[config.mk]
export PLATFORM = sky130hd
export DESIGN_NAME = postfix_stack_evaluator
export DESIGN_NICKNAME = d
export VERILOG_FILES = /design/src/hdl/pse_pkg.sv /design/src/hdl/pse_front.sv /design/src/hdl/pse_queue.sv /design/src/hdl/pse_divider.sv /design/src/hdl/pse_back.sv /design/src/hdl/postfix_stack_evaluator.sv
export SDC_FILE = /design/constraint.sdc
export NUM_CORES = 2
export LEC_CHECK = 0
export ABC_AREA = 1
export ABC_CLOCK_PERIOD_IN_PS = 13300
export BUFFER_PORTS_ARGS = -buffer_cell sky130_fd_sc_hd__buf_2
export CAP_MARGIN = 20
export CORE_MARGIN = 4
export CORE_UTILIZATION = 60
export CTS_CLUSTER_DIAMETER = 60
export CTS_CLUSTER_SIZE = 24
export DETAILED_ROUTE_END_ITERATION = 8
export PLACE_DENSITY = 0.74
export SYNTH_ARGS = -nofsm -noshare
export SYNTH_HDL_FRONTEND = slang
export SYNTH_SLANG_ARGS = --single-unit
[constraint.sdc]
create_clock -name clk -period 13.3 [get_ports clk]
set_clock_uncertainty 0.2 [all_clocks]
set_input_delay 3.325 -clock clk [delete_from_list [all_inputs] [get_ports clk]]
set_output_delay 3.325 -clock clk [all_outputs]
set_load 0.005 [all_outputs]
[src/hdl/pse_pkg.sv]
// ----------------------------------------------------------------------------
// pse_pkg: shared types and constants of the postfix stack evaluator
// token codes, error codes, queue entry, divider request and response
// ----------------------------------------------------------------------------
package pse_pkg;

  localparam int DATA_W      = 32;
  localparam int NUM_VARS    = 8;
  localparam int VAR_IDX_W   = 3;
  localparam int FUNC_W      = 4;
  localparam int ERR_W       = 2;
  localparam int CFG_IDX_W   = 3;
  localparam int S_TDATA_W   = 40;
  localparam int M_TDATA_W   = 40;
  localparam int QUEUE_DEPTH = 2;

  typedef enum logic [FUNC_W-1:0] {
    FN_PUSH_LIT = 4'd0,
    FN_PUSH_VAR = 4'd1,
    FN_ADD      = 4'd2,
    FN_SUB      = 4'd3,
    FN_MUL      = 4'd4,
    FN_DIV      = 4'd5,
    FN_EQ       = 4'd6,
    FN_NE       = 4'd7,
    FN_LT       = 4'd8,
    FN_GT       = 4'd9,
    FN_LE       = 4'd10,
    FN_GE       = 4'd11
  } func_t;

  typedef enum logic [ERR_W-1:0] {
    ERR_NONE  = 2'd0,
    ERR_UNDER = 2'd1,
    ERR_OVER  = 2'd2,
    ERR_DIV0  = 2'd3
  } err_t;

  typedef enum logic [1:0] {
    CLS_PUSH,
    CLS_OPER,
    CLS_NOP
  } tok_class_t;

  typedef enum logic [1:0] {
    ST_IDLE,
    ST_EXEC,
    ST_DIV,
    ST_EMIT
  } back_state_t;

  // classified token as it sits in the queue
  typedef struct packed {
    tok_class_t        cls;
    func_t             func;
    logic [DATA_W-1:0] value;
    logic              last;
  } tok_t;

  typedef struct packed {
    logic              start;
    logic [DATA_W-1:0] dividend;
    logic [DATA_W-1:0] divisor;
  } div_req_t;

  typedef struct packed {
    logic              done;
    logic [DATA_W-1:0] quotient;
  } div_rsp_t;

  // only the first error of an expression is kept
  function automatic err_t keep_first(err_t cur, err_t code);
    return (cur == ERR_NONE) ? code : cur;
  endfunction

endpackage

[src/hdl/pse_front.sv]
// ----------------------------------------------------------------------------
// pse_front: token intake
// holds the variable registers, accepts words and classifies each token
// ----------------------------------------------------------------------------
module pse_front (
  input  logic                             clk,
  input  logic                             rst,
  input  logic                             cfg_we,
  input  logic [pse_pkg::CFG_IDX_W-1:0]    cfg_index,
  input  logic [pse_pkg::DATA_W-1:0]       cfg_data,
  input  logic                             s_axis_tvalid,
  output logic                             s_axis_tready,
  input  logic [pse_pkg::S_TDATA_W-1:0]    s_axis_tdata,
  input  logic [pse_pkg::FUNC_W-1:0]       s_axis_tuser,
  input  logic                             s_axis_tlast,
  output logic                             q_wr_en,
  output pse_pkg::tok_t                    q_wr_tok,
  input  logic                             q_full
);

  logic [pse_pkg::DATA_W-1:0]    var_value [pse_pkg::NUM_VARS];
  logic [pse_pkg::VAR_IDX_W-1:0] var_idx;
  pse_pkg::func_t                func;

  always_ff @(posedge clk) begin
    if (rst) begin
      for (int i = 0; i < pse_pkg::NUM_VARS; i++) begin
        var_value[i] <= '0;
      end
    end else if (cfg_we) begin
      var_value[cfg_index] <= cfg_data;
    end
  end

  always_comb begin
    func           = pse_pkg::func_t'(s_axis_tuser);
    var_idx        = s_axis_tdata[pse_pkg::DATA_W +: pse_pkg::VAR_IDX_W];
    q_wr_tok.func  = func;
    q_wr_tok.last  = s_axis_tlast;
    q_wr_tok.value = s_axis_tdata[pse_pkg::DATA_W-1:0];
    unique case (func) inside
      pse_pkg::FN_PUSH_LIT: q_wr_tok.cls = pse_pkg::CLS_PUSH;
      pse_pkg::FN_PUSH_VAR: begin
        q_wr_tok.cls   = pse_pkg::CLS_PUSH;
        q_wr_tok.value = var_value[var_idx];
      end
      [pse_pkg::FN_ADD:pse_pkg::FN_GE]: q_wr_tok.cls = pse_pkg::CLS_OPER;
      default: q_wr_tok.cls = pse_pkg::CLS_NOP;
    endcase
  end

  assign s_axis_tready = !q_full;
  assign q_wr_en       = s_axis_tvalid && !q_full;

endmodule

[src/hdl/pse_queue.sv]
// ----------------------------------------------------------------------------
// pse_queue: short token queue
// decouples intake from execution so either side can stall
// ----------------------------------------------------------------------------
module pse_queue (
  input  logic          clk,
  input  logic          rst,
  input  logic          wr_en,
  input  pse_pkg::tok_t wr_tok,
  output logic          full,
  input  logic          rd_en,
  output logic          rd_valid,
  output pse_pkg::tok_t rd_tok
);

  localparam int PTR_W = $clog2(pse_pkg::QUEUE_DEPTH);
  localparam int CNT_W = $clog2(pse_pkg::QUEUE_DEPTH + 1);

  pse_pkg::tok_t    entries [pse_pkg::QUEUE_DEPTH];
  logic [PTR_W-1:0] wr_ptr;
  logic [PTR_W-1:0] rd_ptr;
  logic [CNT_W-1:0] count;

  always_ff @(posedge clk) begin
    if (wr_en) begin
      entries[wr_ptr] <= wr_tok;
    end
  end

  always_ff @(posedge clk) begin
    if (rst) begin
      wr_ptr <= '0;
      rd_ptr <= '0;
      count  <= '0;
    end else begin
      if (wr_en) begin
        wr_ptr <= wr_ptr + PTR_W'(1);
      end
      if (rd_en) begin
        rd_ptr <= rd_ptr + PTR_W'(1);
      end
      if (wr_en && !rd_en) begin
        count <= count + CNT_W'(1);
      end else if (rd_en && !wr_en) begin
        count <= count - CNT_W'(1);
      end
    end
  end

  assign full     = (count == CNT_W'(pse_pkg::QUEUE_DEPTH));
  assign rd_valid = (count != '0);
  assign rd_tok   = entries[rd_ptr];

endmodule

[src/hdl/pse_divider.sv]
// ----------------------------------------------------------------------------
// pse_divider: signed restoring divider
// one quotient bit per cycle, truncates toward zero
// ----------------------------------------------------------------------------
module pse_divider (
  input  logic              clk,
  input  logic              rst,
  input  pse_pkg::div_req_t req,
  output pse_pkg::div_rsp_t rsp
);

  localparam int W     = pse_pkg::DATA_W;
  localparam int CNT_W = $clog2(W);

  logic             busy;
  logic             done;
  logic [CNT_W-1:0] cnt;
  logic [W-1:0]     quo;
  logic [W-1:0]     rem;
  logic [W-1:0]     dvs;
  logic             neg;
  logic [W:0]       shifted;
  logic [W:0]       diff;
  logic             ge;

  always_comb begin
    shifted = {rem, quo[W-1]};
    ge      = (shifted >= {1'b0, dvs});
    diff    = shifted - {1'b0, dvs};
  end

  always_ff @(posedge clk) begin
    if (rst) begin
      busy <= 1'b0;
      done <= 1'b0;
    end else begin
      done <= 1'b0;
      if (req.start) begin
        busy <= 1'b1;
      end else if (busy && cnt == CNT_W'(W - 1)) begin
        busy <= 1'b0;
        done <= 1'b1;
      end
    end
  end

  // magnitudes in, sign fixed up on the way out
  always_ff @(posedge clk) begin
    if (req.start) begin
      cnt <= '0;
      rem <= '0;
      quo <= req.dividend[W-1] ? -req.dividend : req.dividend;
      dvs <= req.divisor[W-1] ? -req.divisor : req.divisor;
      neg <= req.dividend[W-1] ^ req.divisor[W-1];
    end else if (busy) begin
      cnt <= cnt + CNT_W'(1);
      rem <= ge ? diff[W-1:0] : shifted[W-1:0];
      quo <= {quo[W-2:0], ge};
    end
  end

  assign rsp.done     = done;
  assign rsp.quotient = neg ? -quo : quo;

endmodule

[src/hdl/pse_back.sv]
// ----------------------------------------------------------------------------
// pse_back: token execution
// operand stack, top-of-stack register, sticky error and result register
// ----------------------------------------------------------------------------
module pse_back #(
  parameter int STACK_DEPTH = 16
) (
  input  logic                          clk,
  input  logic                          rst,
  input  logic                          q_valid,
  input  pse_pkg::tok_t                 q_tok,
  output logic                          q_rd_en,
  output logic                          m_axis_tvalid,
  input  logic                          m_axis_tready,
  output logic [pse_pkg::M_TDATA_W-1:0] m_axis_tdata
);

  localparam int W   = pse_pkg::DATA_W;
  localparam int AW  = $clog2(STACK_DEPTH);
  localparam int SPW = $clog2(STACK_DEPTH + 1);
  localparam int PAD = pse_pkg::M_TDATA_W - W - pse_pkg::ERR_W;

  pse_pkg::back_state_t state, state_next;
  pse_pkg::tok_t        item;
  pse_pkg::err_t        sticky, sticky_next;
  pse_pkg::err_t        out_err, out_err_next;
  pse_pkg::div_req_t    div_req;
  pse_pkg::div_rsp_t    div_rsp;

  logic [W-1:0]   mem [STACK_DEPTH];
  logic [SPW-1:0] sp, sp_next, sp_m1, sp_m2;
  logic [W-1:0]   tos, tos_next;
  logic [W-1:0]   rd_b;
  logic           out_valid;
  logic [W-1:0]   out_result, out_result_next;
  logic           load_out;
  logic           mem_we;
  logic [AW-1:0]  mem_waddr;
  logic [W-1:0]   mem_wdata;
  logic           pop;
  logic           stack_full;
  logic           too_few;
  logic           div_by_zero;
  logic signed [W-1:0] ua, ub;
  logic [W-1:0]   alu_res;

  pse_divider u_divider (
    .clk (clk),
    .rst (rst),
    .req (div_req),
    .rsp (div_rsp)
  );

  always_comb begin
    sp_m1       = sp - SPW'(1);
    sp_m2       = sp - SPW'(2);
    stack_full  = (sp == SPW'(STACK_DEPTH));
    too_few     = (sp < SPW'(2));
    ua          = tos;
    ub          = rd_b;
    div_by_zero = (ua == '0);
    pop         = (state == pse_pkg::ST_IDLE) && q_valid &&
                  (!q_tok.last || !out_valid || m_axis_tready);
  end

  always_comb begin
    case (item.func)
      pse_pkg::FN_ADD: alu_res = ub + ua;
      pse_pkg::FN_SUB: alu_res = ub - ua;
      pse_pkg::FN_MUL: alu_res = ub * ua;
      pse_pkg::FN_EQ:  alu_res = W'(ub == ua);
      pse_pkg::FN_NE:  alu_res = W'(ub != ua);
      pse_pkg::FN_LT:  alu_res = W'(ub < ua);
      pse_pkg::FN_GT:  alu_res = W'(ub > ua);
      pse_pkg::FN_LE:  alu_res = W'(ub <= ua);
      default:         alu_res = W'(ub >= ua);
    endcase
  end

  always_comb begin
    state_next = state;
    unique case (state)
      pse_pkg::ST_IDLE: begin
        if (pop) begin
          state_next = pse_pkg::ST_EXEC;
        end
      end
      pse_pkg::ST_EXEC: begin
        if (item.cls == pse_pkg::CLS_OPER && !too_few &&
            item.func == pse_pkg::FN_DIV && !div_by_zero) begin
          state_next = pse_pkg::ST_DIV;
        end else if (item.last) begin
          state_next = pse_pkg::ST_EMIT;
        end else begin
          state_next = pse_pkg::ST_IDLE;
        end
      end
      pse_pkg::ST_DIV: begin
        if (div_rsp.done) begin
          state_next = item.last ? pse_pkg::ST_EMIT : pse_pkg::ST_IDLE;
        end
      end
      pse_pkg::ST_EMIT: state_next = pse_pkg::ST_IDLE;
      default: state_next = pse_pkg::ST_IDLE;
    endcase
  end

  always_comb begin
    mem_we           = 1'b0;
    mem_waddr        = sp_m2[AW-1:0];
    mem_wdata        = alu_res;
    sp_next          = sp;
    tos_next         = tos;
    sticky_next      = sticky;
    load_out         = 1'b0;
    out_result_next  = tos;
    out_err_next     = sticky;
    div_req.start    = 1'b0;
    div_req.dividend = ub;
    div_req.divisor  = ua;
    unique case (state)
      pse_pkg::ST_IDLE: ;
      pse_pkg::ST_EXEC: begin
        unique case (item.cls)
          pse_pkg::CLS_PUSH: begin
            if (stack_full) begin
              sticky_next = pse_pkg::keep_first(sticky, pse_pkg::ERR_OVER);
            end else begin
              mem_we    = 1'b1;
              mem_waddr = sp[AW-1:0];
              mem_wdata = item.value;
              tos_next  = item.value;
              sp_next   = sp + SPW'(1);
            end
          end
          pse_pkg::CLS_OPER: begin
            if (too_few) begin
              sticky_next = pse_pkg::keep_first(sticky, pse_pkg::ERR_UNDER);
            end else if (item.func == pse_pkg::FN_DIV) begin
              if (div_by_zero) begin
                sticky_next = pse_pkg::keep_first(sticky, pse_pkg::ERR_DIV0);
                mem_we      = 1'b1;
                mem_wdata   = '0;
                tos_next    = '0;
                sp_next     = sp_m1;
              end else begin
                div_req.start = 1'b1;
              end
            end else begin
              mem_we   = 1'b1;
              tos_next = alu_res;
              sp_next  = sp_m1;
            end
          end
          default: ;
        endcase
      end
      pse_pkg::ST_DIV: begin
        if (div_rsp.done) begin
          mem_we    = 1'b1;
          mem_wdata = div_rsp.quotient;
          tos_next  = div_rsp.quotient;
          sp_next   = sp_m1;
        end
      end
      pse_pkg::ST_EMIT: begin
        load_out    = 1'b1;
        sp_next     = '0;
        sticky_next = pse_pkg::ERR_NONE;
        if (sp == '0) begin
          out_result_next = '0;
          out_err_next    = pse_pkg::keep_first(sticky, pse_pkg::ERR_UNDER);
        end
      end
      default: ;
    endcase
  end

  // stack storage, second operand read every cycle at sp-2
  always_ff @(posedge clk) begin
    if (mem_we) begin
      mem[mem_waddr] <= mem_wdata;
    end
    rd_b <= mem[sp_m2[AW-1:0]];
  end

  always_ff @(posedge clk) begin
    if (rst) begin
      state     <= pse_pkg::ST_IDLE;
      sp        <= '0;
      sticky    <= pse_pkg::ERR_NONE;
      out_valid <= 1'b0;
    end else begin
      state  <= state_next;
      sp     <= sp_next;
      sticky <= sticky_next;
      if (load_out) begin
        out_valid <= 1'b1;
      end else if (m_axis_tready) begin
        out_valid <= 1'b0;
      end
    end
  end

  always_ff @(posedge clk) begin
    tos <= tos_next;
    if (pop) begin
      item <= q_tok;
    end
    if (load_out) begin
      out_result <= out_result_next;
      out_err    <= out_err_next;
    end
  end

  assign q_rd_en       = pop;
  assign m_axis_tvalid = out_valid;
  assign m_axis_tdata  = {{PAD{1'b0}}, out_err, out_result};

endmodule

[src/hdl/postfix_stack_evaluator.sv]
// ----------------------------------------------------------------------------
// postfix_stack_evaluator: coded postfix expression evaluator
// path: a last token is fetched, executed and emitted before its result
//   word goes out; a divide adds the divider state between execute and emit
// flow: the execution unit takes no new token until the previous one is through;
//   the bit-serial divider sets the slow case
// reset: rst synchronous, active high; clears the variables, stack pointer,
//   sticky error, queue and result valid flag; stack contents are not cleared
// ----------------------------------------------------------------------------
module postfix_stack_evaluator #(
  parameter int STACK_DEPTH = 16
) (
  input  logic                          clk,
  input  logic                          rst,
  // configuration: variable register writes
  input  logic                          cfg_we,
  input  logic [pse_pkg::CFG_IDX_W-1:0] cfg_index,
  input  logic [pse_pkg::DATA_W-1:0]    cfg_data,
  // token stream in
  input  logic                          s_axis_tvalid,
  output logic                          s_axis_tready,
  // [31:0] literal_value, [34:32] var_index, [39:35] zero
  input  logic [pse_pkg::S_TDATA_W-1:0] s_axis_tdata,
  // [3:0] func
  input  logic [pse_pkg::FUNC_W-1:0]    s_axis_tuser,
  // last_token
  input  logic                          s_axis_tlast,
  // result stream out
  output logic                          m_axis_tvalid,
  input  logic                          m_axis_tready,
  // [31:0] result_value, [33:32] error_code, [39:34] zero
  output logic [pse_pkg::M_TDATA_W-1:0] m_axis_tdata
);

  // front to queue
  logic          q_wr_en;
  pse_pkg::tok_t q_wr_tok;
  logic          q_full;

  // queue to back
  logic          q_rd_en;
  logic          q_valid;
  pse_pkg::tok_t q_rd_tok;

  // intake: variable registers live here, each word is tagged as a push,
  // an operator or a no-op and lands in the queue in the same cycle
  pse_front u_front (
    .clk           (clk),
    .rst           (rst),
    .cfg_we        (cfg_we),
    .cfg_index     (cfg_index),
    .cfg_data      (cfg_data),
    .s_axis_tvalid (s_axis_tvalid),
    .s_axis_tready (s_axis_tready),
    .s_axis_tdata  (s_axis_tdata),
    .s_axis_tuser  (s_axis_tuser),
    .s_axis_tlast  (s_axis_tlast),
    .q_wr_en       (q_wr_en),
    .q_wr_tok      (q_wr_tok),
    .q_full        (q_full)
  );

  // two-entry queue lets intake take up to two tokens while a divide runs
  pse_queue u_queue (
    .clk      (clk),
    .rst      (rst),
    .wr_en    (q_wr_en),
    .wr_tok   (q_wr_tok),
    .full     (q_full),
    .rd_en    (q_rd_en),
    .rd_valid (q_valid),
    .rd_tok   (q_rd_tok)
  );

  // execution: stack memory plus a top-of-stack register, so an operator
  // needs only one memory read (the operand below the top)
  pse_back #(
    .STACK_DEPTH (STACK_DEPTH)
  ) u_back (
    .clk           (clk),
    .rst           (rst),
    .q_valid       (q_valid),
    .q_tok         (q_rd_tok),
    .q_rd_en       (q_rd_en),
    .m_axis_tvalid (m_axis_tvalid),
    .m_axis_tready (m_axis_tready),
    .m_axis_tdata  (m_axis_tdata)
  );

endmodule

==> flow_summary.json <==
{
  "status": "finished clean",
  "synth_area_um2": 70500,
  "r2r_slack_ns": 4.46,
  "r2r-start": "u_back.tos[1]",
  "setup_tns_ns": 0,
  "synth_seq_area_share_pct": 45.7,
  "critPathMaxFanout": 20,
  "cts_buffers": 82,
  "cp-start-kind": "flop",
  "grt_pass1_vias": 53700,
  "grt_pass1_wl_um": 316000,
  "cts_tree": "built",
  "fp.coreArea_um2": 116000,
  "final_util_pct": 65.0,
  "final_max_slew_viol_count": 0,
  "insertion_delay_ns": 0.71,
  "r2r.worst_path.cells": 26,
  "io_buffers": 115,
  "setup_violations": 0,
  "synthTopCellsByCount": "1294 x inv_1, 1253 x nand2_1, 1016 x edfxtp_1, 846 x nor2_1, 588 x o21ai_0",
  "slew_headroom_pct": 5.62,
  "cts_max_level": 3,
  "track_usage_pct": 33.9,
  "post_cts_buffers": 0,
  "final_cells": 9094,
  "fin_crit_ns": 8.84,
  "io_pins": 127,
  "r2r-end": "u_back.mem[12][25]",
  "avgSynthCellArea_um2": 9.34,
  "yosys.area.top_type": "edfxtp_1",
  "hold_buffers": 0,
  "path_common_cell": "fa_1",
  "rows": 125,
  "endpoint_kind": "flop",
  "dp.cells": 8931,
  "synth_seq_cells": 1102,
  "wl_per_cell_um": 23.1,
  "yosysMostFrequentCell": "inv_1",
  "crit_path_start": "u_back.tos[1]",
  "numClockSinks": 1102,
  "gp_congestion": 0.995,
  "vias_per_cell": 6.00,
  "hold_depth": 2,
  "place_ws_ns": 4.60,
  "max_freq_mhz": 113,
  "die_x_um": 351,
  "synthArstFlopShare_pct": 0,
  "fin_ws_ns": 4.46,
  "hold_path.class": "reg -> reg",
  "synth-edff-count": 1016,
  "clock-root-buffer": "clkbuf_16",
  "clock_path_buffers": 3,
  "slowest_delay_ns": 1.08,
  "cpMaxStageDelayCell": "edfxtp_1",
  "nFillCells": 9334,
  "arrival_ns": 8.90,
  "crit_end": "u_back.mem[12][25]",
  "antenna_found_initial": 6,
  "cp_num_cells": 26,
  "firstDrtPassIters": 6,
  "ys_top_cells_by_area": "edfxtp_1 43%, fa_1 12%, inv_1 6.9%",
  "final_antenna_net_count": 0,
  "critPathBufInv": 6,
  "tightest_slew_ns": 1.40,
  "period_share_pct": 66.5,
  "die_height_um": 351,
  "drc": 0,
  "hpwl_um": 140000,
  "synth_cell_types": 71,
  "syn_to_final_growth_pct": 7.33,
  "crit_type": "reg -> reg",
  "crit_family": "adder cells",
  "synth-main-ff-cell": "edfxtp_1",
  "overflow": 0,
  "cts_resized": 0,
  "cp_data_required_time_ns": 13.35,
  "initial_core_util_pct": 60.6,
  "yosys_warnings": 0,
  "die_area_um2": 123000,
  "drtIter0Drc": 6240,
  "wl_um": 210000,
  "grt_max_degree": 119,
  "finalHoldViolations": 0,
  "fin_nets": 8254,
  "drive_gt1_share_pct": 7.03,
  "synth_top_area_share_pct": 43.3,
  "synthCells": 7546,
  "clk_pin_slew_ns": 0.08,
  "vias": 54600,
  "maxCapViolations": 0,
  "rsz0062_at_grt": "false"
}
==> final cells by class <==
| type | instances | area, µm² | area share [%] |
|---|---|---|---|
| tap | 1524 | 1910 | 2.52 |
| multi-input combinational | 4745 | 31900 | 42.2 |
| timing repair buffer | 259 | 1730 | 2.28 |
| sequential | 1102 | 32200 | 42.6 |
| clock inverter | 62 | 815 | 1.08 |
| clock buffer | 92 | 2130 | 2.81 |
| antenna | 2 | 5.00 | 0.00661 |
| inverter | 1308 | 4920 | 6.50 |
==> sequential cells by signal, indices dropped and copies added (netlist names), 5 cells and up, named ones only <==
name / flops
u_back.item: 39
u_back.mem: 512
u_back.out_result: 32
u_back.rd_b: 32
u_back.sp: 5
u_back.tos: 32
u_back.u_divider.cnt: 5
u_back.u_divider.dvs: 32
u_back.u_divider.quo: 32
u_back.u_divider.rem: 32
u_front.var_value: 256
u_queue.entries: 78
==> worst min-delay path: stages, from the launching register on <==
cell and delay [ns]:
dfxtp_1 0.33, nand2_1 0.06, nand2_1 0.04
==> cell families after synthesis <==
family / count (synthesis) / share of synthesized area [%]
AND/OR/NAND/NOR: 2473 / 14.2
buffers and inverters: 1704 / 9.26
AO/OA/AOI/OAI: 1351 / 11.2
flip-flops: 1102 / 45.7
adder cells (fa/ha/maj): 671 / 16.3
XOR/XNOR: 141 / 1.75
multiplexers: 103 / 1.53
other: 1 / 0.00532
==> per-layer routing <==
| layer | track usage (%) | share of wire [%] |
|---|---|---|
| met5 | 0 | 0 |
| met3 | 5.59 | 9.7 |
| met1 | 44.6 | 38 |
| met2 | 55.7 | 47 |
| met4 | 15.5 | 5.2 |
==> worst min path at each step <==
| stage | startpoint | endpoint | slack, ns |
|---|---|---|---|
| after floorplan | u_back.u_divider.rem[11] | u_back.u_divider.rem[11] | 0.24 |
| after global placement | u_queue.rd_ptr | flop | 0.25 |
| after detailed placement | u_back.u_divider.rem[28] | u_back.u_divider.rem[28] | 0.26 |
| after CTS | u_back.u_divider.rem[28] | u_back.u_divider.rem[28] | 0.28 |
| after global routing | u_back.u_divider.rem[27] | u_back.u_divider.rem[27] | 0.30 |
| final | u_back.u_divider.rem[9] | u_back.u_divider.rem[9] | 0.28 |
==> layout by cell type, fill, tap and decap left out, drive strengths merged, types with 4 or more instances in the layout <==
cell type	synthesis	routed
a221oi	7	7
a21oi	330	330
clkbuf	276	95
fa	411	411
o22ai	31	31
or2	18	18
clkinv	5	26
nand3b	13	13
a21o	15	15
o211ai	139	139
nand2	1260	1260
a211oi	12	12
a31oi	16	16
mux2	39	39
a21boi	10	10
mux2i	64	64
o311ai	4	4
o221ai	109	109
inv	1303	1329
a22oi	18	18
o21ai	613	613
nand4	29	29
o31ai	9	9
o21a	8	8
bufinv	0	5
o21bai	24	24
ha	260	260
buf	120	256
clkinvlp	0	10
nand3	223	223
nor3	51	51
xnor2	43	43
nor4	21	21
xor2	98	98
dfxtp	86	86
edfxtp	1016	1016
nor2	852	852
conb	1	6
==> metrics by stage <==
step / hold slack [ns] / area, µm²
finish: 0.276 / 75700
global route: 0.298 / 75700
CTS: 0.277 / 75600
detailed placement: 0.263 / 72600
global placement: 0.246 / 72600
floorplan: 0.244 / 70500
Power is left out: the tool's default activity adds up to more than one toggle a clock period on the data nets, which glitch-free logic cannot reach.
